==> config.mk <==
export PLATFORM = sky130hd
export DESIGN_NAME = modbus_ascii_frame_decoder
export DESIGN_NICKNAME = d
export VERILOG_FILES = /design/src/hdl/mafd_pkg.sv /design/src/hdl/mafd_char_class.sv /design/src/hdl/mafd_frame_core.sv /design/src/hdl/modbus_ascii_frame_decoder.sv
export VERILOG_INCLUDE_DIRS = /design/src /design/src/hdl
export SDC_FILE = /design/constraint.sdc
export NUM_CORES = 1
export LEC_CHECK = 0
export BUFFER_PORTS_ARGS = -buffer_cell sky130_fd_sc_hd__buf_2
export CAP_MARGIN = 20
export CORE_ASPECT_RATIO = 1.2
export CORE_MARGIN = 2
export CORE_UTILIZATION = 25
export DETAILED_ROUTE_END_ITERATION = 8
export GPL_TIMING_DRIVEN = 1
export SYNTH_ARGS = -nofsm -noshare
export SYNTH_HDL_FRONTEND = slang
export SYNTH_SLANG_ARGS = --single-unit
==> constraint.sdc <==
create_clock -name i_clk -period 4.89 [get_ports i_clk]
set_input_delay 0.489 -clock i_clk [delete_from_list [all_inputs] [get_ports i_clk]]
set_output_delay 0.489 -clock i_clk [all_outputs]
set_load 0.01 [all_outputs]
==> src/hdl/modbus_ascii_frame_decoder_defines.svh <==
// assertion macros for the modbus ascii frame decoder
`ifndef MODBUS_ASCII_FRAME_DECODER_DEFINES_SVH
`define MODBUS_ASCII_FRAME_DECODER_DEFINES_SVH

`ifndef SYNTH
// check on every clock edge once reset is released
`define MAFD_ASSERT(lbl, clk, rstn, prop, msg) \
    lbl: assert property (@(posedge clk) disable iff (!(rstn)) (prop)) else $error(msg);
// check on every clock edge, reset included
`define MAFD_ASSERT_ALWAYS(lbl, clk, prop, msg) \
    lbl: assert property (@(posedge clk) (prop)) else $error(msg);
`else
`define MAFD_ASSERT(lbl, clk, rstn, prop, msg)
`define MAFD_ASSERT_ALWAYS(lbl, clk, prop, msg)
`endif

`endif

==> src/hdl/mafd_pkg.sv <==
package mafd_pkg;

    localparam logic [7:0] CHAR_COLON = 8'h3A;
    localparam logic [7:0] CHAR_CR    = 8'h0D;
    localparam logic [7:0] CHAR_LF    = 8'h0A;

    localparam logic [7:0] MAX_DATA_LEN_RESET = 8'd20;
    localparam logic [8:0] BYTES_SATURATE     = 9'd511;
    localparam logic [8:0] HEADER_BYTES       = 9'd3;

    localparam logic KIND_DATA = 1'b0;
    localparam logic KIND_END  = 1'b1;

    typedef enum logic [2:0] {
        ST_OK        = 3'd0,
        ST_LRC       = 3'd1,
        ST_LONG      = 3'd2,
        ST_SHORT     = 3'd3,
        ST_MALFORMED = 3'd4,
        ST_ABORTED   = 3'd5
    } t_status;

    typedef struct packed {
        logic       is_colon;
        logic       is_cr;
        logic       is_lf;
        logic [3:0] nibble;
    } t_char_info;

    typedef struct packed {
        logic       result_kind;
        logic [7:0] data_byte;
        logic [7:0] byte_pos;
        logic [7:0] frame_address;
        logic [7:0] frame_function;
        logic [7:0] data_count;
        t_status    frame_status;
    } t_result;

endpackage

==> src/hdl/mafd_char_class.sv <==
module mafd_char_class
    import mafd_pkg::*;
(
    input  logic [7:0] i_char,
    output t_char_info o_info
);

    always_comb begin
        o_info.is_colon = (i_char == CHAR_COLON);
        o_info.is_cr    = (i_char == CHAR_CR);
        o_info.is_lf    = (i_char == CHAR_LF);
        if (i_char >= 8'h30 && i_char <= 8'h39) begin
            o_info.nibble = i_char[3:0];
        end else if ((i_char >= 8'h61 && i_char <= 8'h66)
                  || (i_char >= 8'h41 && i_char <= 8'h46)) begin
            // letters a-f and A-F share the low bits 1..6
            o_info.nibble = i_char[3:0] + 4'd9;
        end else begin
            o_info.nibble = 4'd0;
        end
    end

endmodule

==> src/hdl/mafd_frame_core.sv <==
`include "modbus_ascii_frame_decoder_defines.svh"

module mafd_frame_core
    import mafd_pkg::*;
(
    input  logic       i_clk,
    input  logic       i_rst_n,
    input  logic       i_step,
    input  t_char_info i_info,
    input  logic [7:0] i_max_data_len,
    output logic       o_res_valid,
    output t_result    o_res
);

    logic       r_in_frame,  n_in_frame;
    logic       r_second,    n_second;
    logic [3:0] r_high,      n_high;
    logic [8:0] r_bytes,     n_bytes;
    logic [7:0] r_addr,      n_addr;
    logic [7:0] r_func,      n_func;
    logic [7:0] r_pending,   n_pending;
    logic [7:0] r_sum,       n_sum;
    logic       r_saw_cr,    n_saw_cr;
    t_status    r_err,       n_err;

    logic [8:0] bytes_m3;
    logic [7:0] data_given;
    logic       idx_in_range;
    logic [7:0] new_byte;
    logic       lf_end;
    t_status    err;
    t_status    end_status;

    assign bytes_m3     = r_bytes - HEADER_BYTES;
    assign idx_in_range = (bytes_m3 < {1'b0, i_max_data_len});
    assign new_byte     = {r_high, i_info.nibble};

    always_comb begin
        if (r_bytes < HEADER_BYTES) begin
            data_given = 8'd0;
        end else if (idx_in_range) begin
            data_given = bytes_m3[7:0];
        end else begin
            data_given = i_max_data_len;
        end
    end

    always_comb begin
        if (r_err != ST_OK) begin
            end_status = r_err;
        end else if (r_bytes < HEADER_BYTES) begin
            end_status = ST_SHORT;
        end else if (r_sum == r_pending) begin
            end_status = ST_OK;
        end else begin
            end_status = ST_LRC;
        end
    end

    always_comb begin
        n_in_frame = r_in_frame;
        n_second   = r_second;
        n_high     = r_high;
        n_bytes    = r_bytes;
        n_addr     = r_addr;
        n_func     = r_func;
        n_pending  = r_pending;
        n_sum      = r_sum;
        n_saw_cr   = r_saw_cr;
        n_err      = r_err;
        err        = r_err;
        lf_end     = 1'b0;

        o_res_valid          = 1'b0;
        o_res.result_kind    = KIND_END;
        o_res.data_byte      = 8'd0;
        o_res.byte_pos       = 8'd0;
        o_res.frame_address  = r_addr;
        o_res.frame_function = r_func;
        o_res.data_count     = data_given;
        o_res.frame_status   = ST_ABORTED;

        if (i_info.is_colon) begin
            o_res_valid = r_in_frame;
            n_in_frame  = 1'b1;
            n_second    = 1'b0;
            n_high      = 4'd0;
            n_bytes     = 9'd0;
            n_addr      = 8'd0;
            n_func      = 8'd0;
            n_pending   = 8'd0;
            n_sum       = 8'd0;
            n_saw_cr    = 1'b0;
            n_err       = ST_OK;
        end else if (r_in_frame) begin
            if (r_saw_cr) begin
                n_saw_cr = 1'b0;
                if (i_info.is_lf) begin
                    lf_end             = 1'b1;
                    o_res_valid        = 1'b1;
                    o_res.frame_status = end_status;
                    n_in_frame         = 1'b0;
                end else if (err == ST_OK) begin
                    err = ST_MALFORMED;
                end
            end
            if (!lf_end) begin
                if (i_info.is_cr) begin
                    if (r_second && err == ST_OK) begin
                        err = ST_MALFORMED;
                    end
                    n_saw_cr = 1'b1;
                end else if (!r_second) begin
                    n_high   = i_info.nibble;
                    n_second = 1'b1;
                end else begin
                    n_second = 1'b0;
                    if (r_bytes == 9'd0) begin
                        n_addr = new_byte;
                        n_sum  = new_byte;
                    end else if (r_bytes == 9'd1) begin
                        n_func = new_byte;
                        n_sum  = r_sum + new_byte;
                    end else begin
                        if (r_bytes >= HEADER_BYTES) begin
                            if (idx_in_range) begin
                                o_res_valid        = 1'b1;
                                o_res.result_kind  = KIND_DATA;
                                o_res.data_byte    = r_pending;
                                o_res.byte_pos     = bytes_m3[7:0];
                                o_res.data_count   = 8'd0;
                                o_res.frame_status = ST_OK;
                                n_sum              = r_sum + r_pending;
                            end else if (err == ST_OK) begin
                                err = ST_LONG;
                            end
                        end
                        n_pending = new_byte;
                    end
                    if (r_bytes != BYTES_SATURATE) begin
                        n_bytes = r_bytes + 9'd1;
                    end
                end
            end
            n_err = err;
        end
    end

    always_ff @(posedge i_clk) begin
        if (!i_rst_n) begin
            r_in_frame <= 1'b0;
            r_second   <= 1'b0;
            r_high     <= 4'd0;
            r_bytes    <= 9'd0;
            r_addr     <= 8'd0;
            r_func     <= 8'd0;
            r_pending  <= 8'd0;
            r_sum      <= 8'd0;
            r_saw_cr   <= 1'b0;
            r_err      <= ST_OK;
        end else if (i_step) begin
            r_in_frame <= n_in_frame;
            r_second   <= n_second;
            r_high     <= n_high;
            r_bytes    <= n_bytes;
            r_addr     <= n_addr;
            r_func     <= n_func;
            r_pending  <= n_pending;
            r_sum      <= n_sum;
            r_saw_cr   <= n_saw_cr;
            r_err      <= n_err;
        end
    end

    `MAFD_ASSERT(a_data_in_frame, i_clk, i_rst_n, (o_res_valid && o_res.result_kind == KIND_DATA) |-> (r_in_frame && r_bytes >= HEADER_BYTES), "data byte outside a frame")
    `MAFD_ASSERT(a_byte_pos_range, i_clk, i_rst_n, (o_res_valid && o_res.result_kind == KIND_DATA) |-> (o_res.byte_pos < i_max_data_len), "data position beyond limit")
    `MAFD_ASSERT(a_lf_closes_frame, i_clk, i_rst_n, (i_step && o_res_valid && o_res.result_kind == KIND_END && !i_info.is_colon) |=> !r_in_frame, "frame still open after end report")
    `MAFD_ASSERT(a_colon_opens_frame, i_clk, i_rst_n, (i_step && i_info.is_colon) |=> (r_in_frame && r_bytes == 9'd0 && r_err == ST_OK), "colon did not restart frame")

endmodule

==> src/hdl/modbus_ascii_frame_decoder.sv <==
// modbus ascii frame decoder: takes one received character per transaction and gives out
// confirmed data bytes (one hex pair late) and an end-of-frame report with status. one
// character per cycle is sustained unless stalled; each character is held in the input
// register and decoded in a single pass into the result register. the input side stalls
// only when a character would reach a full result register that is itself stalled. the
// user must write max_data_len via i_cfg_wr_en/i_cfg_wr_data while idle; not checked.
module modbus_ascii_frame_decoder
    import mafd_pkg::*;
(
    input  logic       i_clk,
    input  logic       i_rst_n,
    input  logic       i_cfg_wr_en,
    input  logic [7:0] i_cfg_wr_data,
    input  logic       i_in_valid,
    output logic       o_in_stall,
    input  logic [7:0] i_rx_char,
    output logic       o_out_valid,
    input  logic       i_out_stall,
    output logic       o_result_kind,
    output logic [7:0] o_data_byte,
    output logic [7:0] o_byte_pos,
    output logic [7:0] o_frame_address,
    output logic [7:0] o_frame_function,
    output logic [7:0] o_data_count,
    output logic [2:0] o_frame_status
);

    logic [7:0] r_max_data_len;
    logic       r_in_valid;
    logic [7:0] r_in_char;
    logic       r_out_valid;
    t_result    r_out;

    logic       core_ready;
    logic       step;
    t_char_info info;
    logic       res_valid;
    t_result    res;

    assign core_ready = !r_out_valid || !i_out_stall;
    assign step       = r_in_valid && core_ready;
    assign o_in_stall = r_in_valid && !core_ready;

    always_ff @(posedge i_clk) begin
        if (!i_rst_n) begin
            r_max_data_len <= MAX_DATA_LEN_RESET;
        end else if (i_cfg_wr_en) begin
            r_max_data_len <= i_cfg_wr_data;
        end
    end

    always_ff @(posedge i_clk) begin
        if (!i_rst_n) begin
            r_in_valid <= 1'b0;
        end else if (i_in_valid && !o_in_stall) begin
            r_in_valid <= 1'b1;
        end else if (step) begin
            r_in_valid <= 1'b0;
        end
    end

    always_ff @(posedge i_clk) begin
        if (i_in_valid && !o_in_stall) begin
            r_in_char <= i_rx_char;
        end
    end

    mafd_char_class u_char_class (
        .i_char (r_in_char),
        .o_info (info)
    );

    mafd_frame_core u_frame_core (
        .i_clk          (i_clk),
        .i_rst_n        (i_rst_n),
        .i_step         (step),
        .i_info         (info),
        .i_max_data_len (r_max_data_len),
        .o_res_valid    (res_valid),
        .o_res          (res)
    );

    always_ff @(posedge i_clk) begin
        if (!i_rst_n) begin
            r_out_valid <= 1'b0;
        end else if (step && res_valid) begin
            r_out_valid <= 1'b1;
        end else if (!i_out_stall) begin
            r_out_valid <= 1'b0;
        end
    end

    always_ff @(posedge i_clk) begin
        if (step && res_valid) begin
            r_out <= res;
        end
    end

    assign o_out_valid      = r_out_valid;
    assign o_result_kind    = r_out.result_kind;
    assign o_data_byte      = r_out.data_byte;
    assign o_byte_pos       = r_out.byte_pos;
    assign o_frame_address  = r_out.frame_address;
    assign o_frame_function = r_out.frame_function;
    assign o_data_count     = r_out.data_count;
    assign o_frame_status   = r_out.frame_status;

endmodule

==> impl_metrics.env, run 1 <==
export IMPL_ys_ff_latch=113
export IMPL_tightest_slew_ns=1.02
export IMPL_critical_path_max_fanout=15
export IMPL_ir_worst_vdd_mv=0.182
export IMPL_dr_pass1_iters=5
export IMPL_ff2ff_path_depth=10
export IMPL_timing_critical_path_from="u_frame_core.r_bytes[2]"
export IMPL_dr_first_iter_drc_count=295
export IMPL_path_depth=10
export IMPL_finalMaxSlewViolations=0
export IMPL_cts_root_buf="clkbuf_16"
export IMPL_path_class="register to register"
export IMPL_final_cell_mix="buf_2, dfxtp_1, nor2_1"
export IMPL_grt_pass1_vias=4131
export IMPL_p_switching_mw=0.478
export IMPL_setup_viol=0
export IMPL_status="completed"
export IMPL_worstReg2RegEnd="o_data_count[5]"
export IMPL_die_area_mm2=0.0240
export IMPL_cts_htree_levels=4
export IMPL_hp_start="i_rx_char[3]"
export IMPL_num_antenna_cells=0
export IMPL_yosysSeqAreaShare=0.490
export IMPL_slew_headroom=0.318
export IMPL_synth_xor_area_share=0.0324
export IMPL_clock_power_share=0.535
export IMPL_seqPwrFrac=0.435
export IMPL_crit_top_cell="or2_1"
export IMPL_internal_power_mw=1.83
export IMPL_avgRoutedWirePerCell_um=15.5
export IMPL_power_density_mw_per_mm2=337
export IMPL_synth_compound_area_share=0.149
export IMPL_startpoint_type="register"
export IMPL_r2r_slack_ns=1.00
export IMPL_rsz0062_at_grt="no"
export IMPL_synth_area_per_cell_um2=10.5
export IMPL_die_w_um=142
export IMPL_rows=60
export IMPL_antenna_left=0
export IMPL_cts_buffer_depth=2
export IMPL_synth_ff_type="dfxtp_1"
export IMPL_min_path_cells=1
export IMPL_fin_tns_setup_ns=0
export IMPL_grt_pass1_wl_um=22100
export IMPL_drc_errors=0
export IMPL_final_util=0.306
export IMPL_arrival_ns=4.08
export IMPL_synth_edf_count=52
export IMPL_skew_ns=0.0118
export IMPL_postSynthCellCount=542
export IMPL_cts_buffers=17
export IMPL_syn2layout_area_growth_pct=20.5
export IMPL_largest_reg_flops=9
export IMPL_hp_class="input port to register"
export IMPL_final_common_cell="buf_2"
export IMPL_max_freq_mhz=257
export IMPL_path_buf_inv=0
export IMPL_tritoncts="yes"
export IMPL_slowest_stage="a2111oi_1"
export IMPL_cts_setup_buffers=0
export IMPL_routabilityCongestion=0.852
export IMPL_path_cells="or2_1 -> or2_1 -> nor4_2 -> xor2_1 -> ha_1 -> and3_1 -> a221oi_1 -> o211a_2 -> nand2_1 -> a2111oi_1"
export IMPL_dr_total_vias=4248
export IMPL_hold_ws_ns=0.257
export IMPL_vias_per_cell=4.74
export IMPL_regMostFlops="u_frame_core.r_bytes"
export IMPL_dp_hpwl_um=10000
export IMPL_grt_max_degree=38
export IMPL_synth_fa_ha_area_frac=0.0519
export IMPL_ctsHoldBuffers=0
export IMPL_synthDistinctLibCells=80
export IMPL_cts_sinks=113
export IMPL_period_needed_ns=3.89
export IMPL_cp_top_family="simple AND/OR/NAND/NOR gates"
export IMPL_synth_mux_area_frac=0.0429
export IMPL_end_kind="register"
export IMPL_swShare=0.207
export IMPL_overflow=0
export IMPL_track_usage=0.120
export IMPL_hold_viol=0
export IMPL_drt_total_wl_um=13900
export IMPL_ios=67
export IMPL_finalCritPeriodShare=0.795
export IMPL_critical_path_max_stage_delay_ns=0.56
export IMPL_rr_startpoint="u_frame_core.r_bytes[2]"
export IMPL_yosys_area_share_simple=0.193
export IMPL_antenna_found_initial=0
export IMPL_layout_nets=648
export IMPL_syn_nets=586
export IMPL_drive_above_1_share=0.204
export IMPL_start_util=0.254
export IMPL_coreArea_mm2=0.0224
export IMPL_dieHeight_um=169
export IMPL_power_frac_comb=0.030
export IMPL_p_leak_nw=2.52
export IMPL_ys_warn_count=0
export IMPL_drv_cap=0
export IMPL_min_to="r_in_char[3]"
export IMPL_cts_resized=0
export IMPL_crit_required_ns=5.08
export IMPL_insertion_delay_ns=0.43
export IMPL_synth_top_family_by_area="simple AND/OR/NAND/NOR gates"
export IMPL_async_flop_share=0
export IMPL_netlist_area_mm2=0.00568
export IMPL_io_buffers=66
export IMPL_cts_clk_slew_worst_paths_ns=0.05
-- synth_stat cells (2+ instances only) --
master,number,area share
o21a_1,3,0.0040
mux2i_1,21,0.037
nor4_2,3,0.0066
ha_1,22,0.048
and3_1,5,0.0055
o21bai_1,3,0.0040
nor4_1,8,0.0088
inv_1,20,0.013
nand2b_1,5,0.0055
nand3b_1,2,0.0026
a21o_1,6,0.0079
nor4_4,2,0.0075
nor2_1,59,0.039
mux2_2,3,0.0059
nor2b_1,7,0.0077
o21ai_0,12,0.011
o211ai_1,8,0.011
xor2_1,17,0.026
xnor2_1,4,0.0062
nor3_1,12,0.011
buf_2,13,0.011
buf_1,3,0.0020
o41ai_2,2,0.0057
and2_1,19,0.021
nand2_1,27,0.018
a32o_1,2,0.0035
a22o_1,7,0.011
buf_6,4,0.0079
and3b_1,2,0.0031
a31oi_1,3,0.0033
a2111oi_1,3,0.0053
o31ai_1,3,0.0040
nand4_1,4,0.0044
dfxtp_1,61,0.21
a21oi_1,27,0.024
or4_1,3,0.0040
nor2_2,2,0.0022
or2_2,2,0.0022
nand3_1,26,0.023
clkbuf_1,8,0.0053
a221oi_1,2,0.0031
a211oi_1,6,0.0079
or2_1,2,0.0022
o31a_1,2,0.0031
edfxtp_1,52,0.27
-- cells by family (layout without fill, tap and decap cells) --
| family | Yosys count | count (layout) |
|---|---|---|
| and+or+nand+nor | 201 | 201 |
| buffers and inverters | 49 | 124 |
| AOI/OAI and AO/OA | 111 | 111 |
| xor gates and xnor gates | 21 | 21 |
| DFF | 113 | 113 |
| muxes | 24 | 24 |
| adders and majority gates | 23 | 23 |
-- per-stage QoR --
step | cells | power (mW) | setup WS [ns] | instance area, um2
6_report | 896 | 2.31 | 1.00 | 6850
5_1_grt | 896 | 2.39 | 0.806 | 6850
4_1_cts | 896 | 2.33 | 1.03 | 6850
3_5_place_dp | 864 | 1.09 | 1.06 | 6260
3_3_place_gp | 864 | 1.09 | 1.15 | 6260
2_1_floorplan | 542 | 1.07 | 0.573 | 5690
-- layer usage --
metal / GRT usage / up-vias / share of wire
li1: - / 2119 / -
met1: 0.142 / 2004 / 0.44
met2: 0.203 / 106 / 0.49
met3: 0.0319 / 19 / 0.051
met4: 0.0530 / 0 / 0.018
met5: 0 / - / 0
-- worst max-delay path by stage --
stage / end
after floorplan: o_byte_pos[0]
after global placement: o_data_count[4]
after detailed placement: o_data_count[5]
after CTS: o_data_count[5]
after global routing: u_frame_core.r_sum[7]
final: o_data_count[5]
-- power by group through the flow --
stage                     clock network, mW  registers (mW)  logic, mW
after floorplan                           0            1.02     0.0485
after global placement                    0            1.02     0.0703
after detailed placement                  0            1.02     0.0703
after CTS                              1.26            1.00     0.0710
after global routing                   1.30            1.00     0.0782
final                                  1.23            1.00     0.0701
-- area by class of cell --
cell class	instances	area (um2)
Clock buffer	21	450
Clock inverter	11	140
Fill cell	2342	15500
Inverter	21	78.8
Multi-Input combinational cell	380	2680
Sequential cell	113	2780
Tap cell	279	349
Timing Repair Buffer	71	368
No activity file was read; power rests on OpenSTA's default activity.
==> run 2, diff against run 1 <==
==> constraint.sdc (replaced) <==
create_clock -name i_clk -period 3.9 [get_ports i_clk]
set_input_delay 0.39 -clock i_clk [delete_from_list [all_inputs] [get_ports i_clk]]
set_output_delay 0.39 -clock i_clk [all_outputs]
set_load 0.01 [all_outputs]
==> run 2 against run 1 <==
Combinational power grew 35%. Setup slack lost 0.72 ns. Worst hold slack lost 0.11 ns. Sequential cell count is the same. Clock skew shrank 0.0012 ns. Clock-buffer cell count shrank 3. Sequential share of layout area shrank 0.27 points. Global-route usage grew 0.15 points. Critical endpoint unchanged. Routed wire length grew 0.92%. Critical path type unchanged. Clock power grew 15%.
==> impl_metrics.env, run 2 (synthesis gave the netlist of run 1 again) <==
export IMPL_critical_path_max_fanout=15
export IMPL_routabilityCongestion=0.847
export IMPL_max_freq_mhz=277
export IMPL_dr_first_iter_drc_count=296
export IMPL_ios=67
export IMPL_insertion_delay_ns=0.42
export IMPL_antenna_left=0
export IMPL_layout_nets=658
export IMPL_arrival_ns=3.82
export IMPL_dp_cells=874
export IMPL_dr_total_vias=4233
export IMPL_drv_cap=0
export IMPL_p_switching_mw=0.649
export IMPL_setup_slack_ns=0.287
export IMPL_drc_errors=0
export IMPL_rows=60
export IMPL_period_needed_ns=3.61
export IMPL_finalCritPeriodShare=0.927
export IMPL_dieHeight_um=169
export IMPL_num_antenna_cells=0
export IMPL_timing_critical_path_from="u_frame_core.r_bytes[2]"
export IMPL_grt_pass1_vias=4204
export IMPL_skew_ns=0.0106
export IMPL_avgRoutedWirePerCell_um=15.5
export IMPL_track_usage=0.121
export IMPL_path_class="register to register"
export IMPL_p_leak_nw=2.54
export IMPL_cts_clk_slew_worst_paths_ns=0.06
export IMPL_crit_top_cell="or2_1"
export IMPL_rr_startpoint="u_frame_core.r_bytes[2]"
export IMPL_regArea_mm2=0.00278
export IMPL_coreArea_mm2=0.0224
export IMPL_grt_pass1_wl_um=22400
export IMPL_cts_root_buf="clkbuf_16"
export IMPL_critical_path_max_stage_delay_ns=0.51
export IMPL_power_density_mw_per_mm2=401
export IMPL_cts_htree_levels=4
export IMPL_cp_top_family="simple AND/OR/NAND/NOR gates"
export IMPL_syn2layout_area_growth_pct=21.4
export IMPL_tightest_slew_ns=0.747
export IMPL_crit_required_ns=4.10
export IMPL_hold_viol=0
export IMPL_die_area_mm2=0.0240
export IMPL_drive_above_1_share=0.223
export IMPL_regMostFlops="u_frame_core.r_bytes"
export IMPL_power_frac_comb=0.034
export IMPL_cts_resized=0
export IMPL_finalMaxSlewViolations=0
export IMPL_clock_power_share=0.512
export IMPL_antenna_found_initial=0
export IMPL_dp_hpwl_um=10100
export IMPL_die_w_um=142
export IMPL_path_buf_inv=0
export IMPL_final_util=0.308
export IMPL_slew_headroom=0.502
export IMPL_ctsHoldBuffers=0
export IMPL_cts_buffers=17
export IMPL_cts_sinks=113
export IMPL_rsz0062_at_grt="no"
export IMPL_end_kind="register"
export IMPL_overflow=0
export IMPL_ir_worst_vdd_mv=0.262
export IMPL_layout_cells_non_filler=906
export IMPL_start_util=0.254
export IMPL_final_cell_mix="buf_2, dfxtp_1, nor2_1"
export IMPL_final_common_cell="buf_2"
export IMPL_swShare=0.235
export IMPL_drt_total_wl_um=14100
export IMPL_hp_class="input port to register"
export IMPL_slowest_stage="a2111oi_1"
export IMPL_multi_input_area_mm2=0.00268
export IMPL_status="completed"
export IMPL_fin_tns_setup_ns=0
export IMPL_dr_pass1_iters=4
export IMPL_io_buffers=66
export IMPL_vias_per_cell=4.67
export IMPL_hold_ws_ns=0.147
export IMPL_fill_cells=2324
export IMPL_setup_viol=0
export IMPL_cts_setup_buffers=0
export IMPL_cts_buffer_depth=2
export IMPL_grt_max_degree=37
export IMPL_path_cells="or2_1 -> or2_1 -> nor4_2 -> xor2_1 -> ha_1 -> and3_1 -> a221oi_1 -> o211a_2 -> nand2_1 -> a2111oi_1"
export IMPL_dp_slack_ns=0.290
export IMPL_tritoncts="yes"
export IMPL_seqPwrFrac=0.454
export IMPL_startpoint_type="register"
export IMPL_hp_start="i_rx_char[4]"
export IMPL_largest_reg_flops=9
export IMPL_internal_power_mw=2.12
-- run 2: cell count changes in the layout (fill, tap and decap cells not counted) --
cell	change
buf_12	+1
buf_4	+9
bufinv_16	-3
clkbuf_1	-3
clkinv_1	-1
clkinv_2	-1
clkinv_4	+2
clkinvlp_4	+3
inv_6	+2
inv_8	+1
-- run 2: metal layers --
layer,up-vias,wire length [um],track usage,share of wire
met5,-,0,0,0
met4,0,284,0.0565,0.020
met3,16,650,0.0296,0.046
li1,2146,-,-,-
met2,108,6760,0.201,0.48
met1,1963,6360,0.148,0.45
-- run 2: path summary, 6_finish.rpt --
path / depth (start not counted) / slack, ns / endpoint
min reg2reg: 0 / 0.43 / o_frame_address[2]
max: 10 / 0.29 / o_data_count[5]
min: 1 / 0.15 / r_in_char[4]
max reg2reg: 10 / 0.29 / o_data_count[5]
-- run 2: power groups by stage --
stage	registers [mW]	clock network, mW	logic, mW
finish	1.25	1.42	0.0943
global route	1.26	1.51	0.106
floorplan	1.28	0	0.0609
global placement	1.28	0	0.0938
CTS	1.25	1.45	0.0957
detailed placement	1.28	0	0.0951
-- run 2: area by class of cell --
class	instances	area share
Inverter	21	0.0114
Sequential cell	113	0.403
Timing Repair Buffer	81	0.0660
Multi-Input combinational cell	380	0.389
Clock buffer	18	0.0637
Clock inverter	14	0.0160
Tap cell	279	0.0506
-- run 2: metrics by stage --
stage	power [mW]	instance area [um2]
after floorplan	1.34	5700
after global placement	1.37	6350
after detailed placement	1.38	6350
after CTS	2.80	6900
after global routing	2.87	6900
final	2.77	6900
-- run 2: worst reg2reg max path, cell delays in order, from the launching register on --
cell       delay [ns]
dfxtp_1          0.39
or2_1            0.27
or2_1            0.32
nor4_2           0.20
xor2_1           0.28
ha_1             0.29
and3_1           0.16
a221oi_1         0.26
o211a_2          0.30
nand2_1          0.41
a2111oi_1        0.52
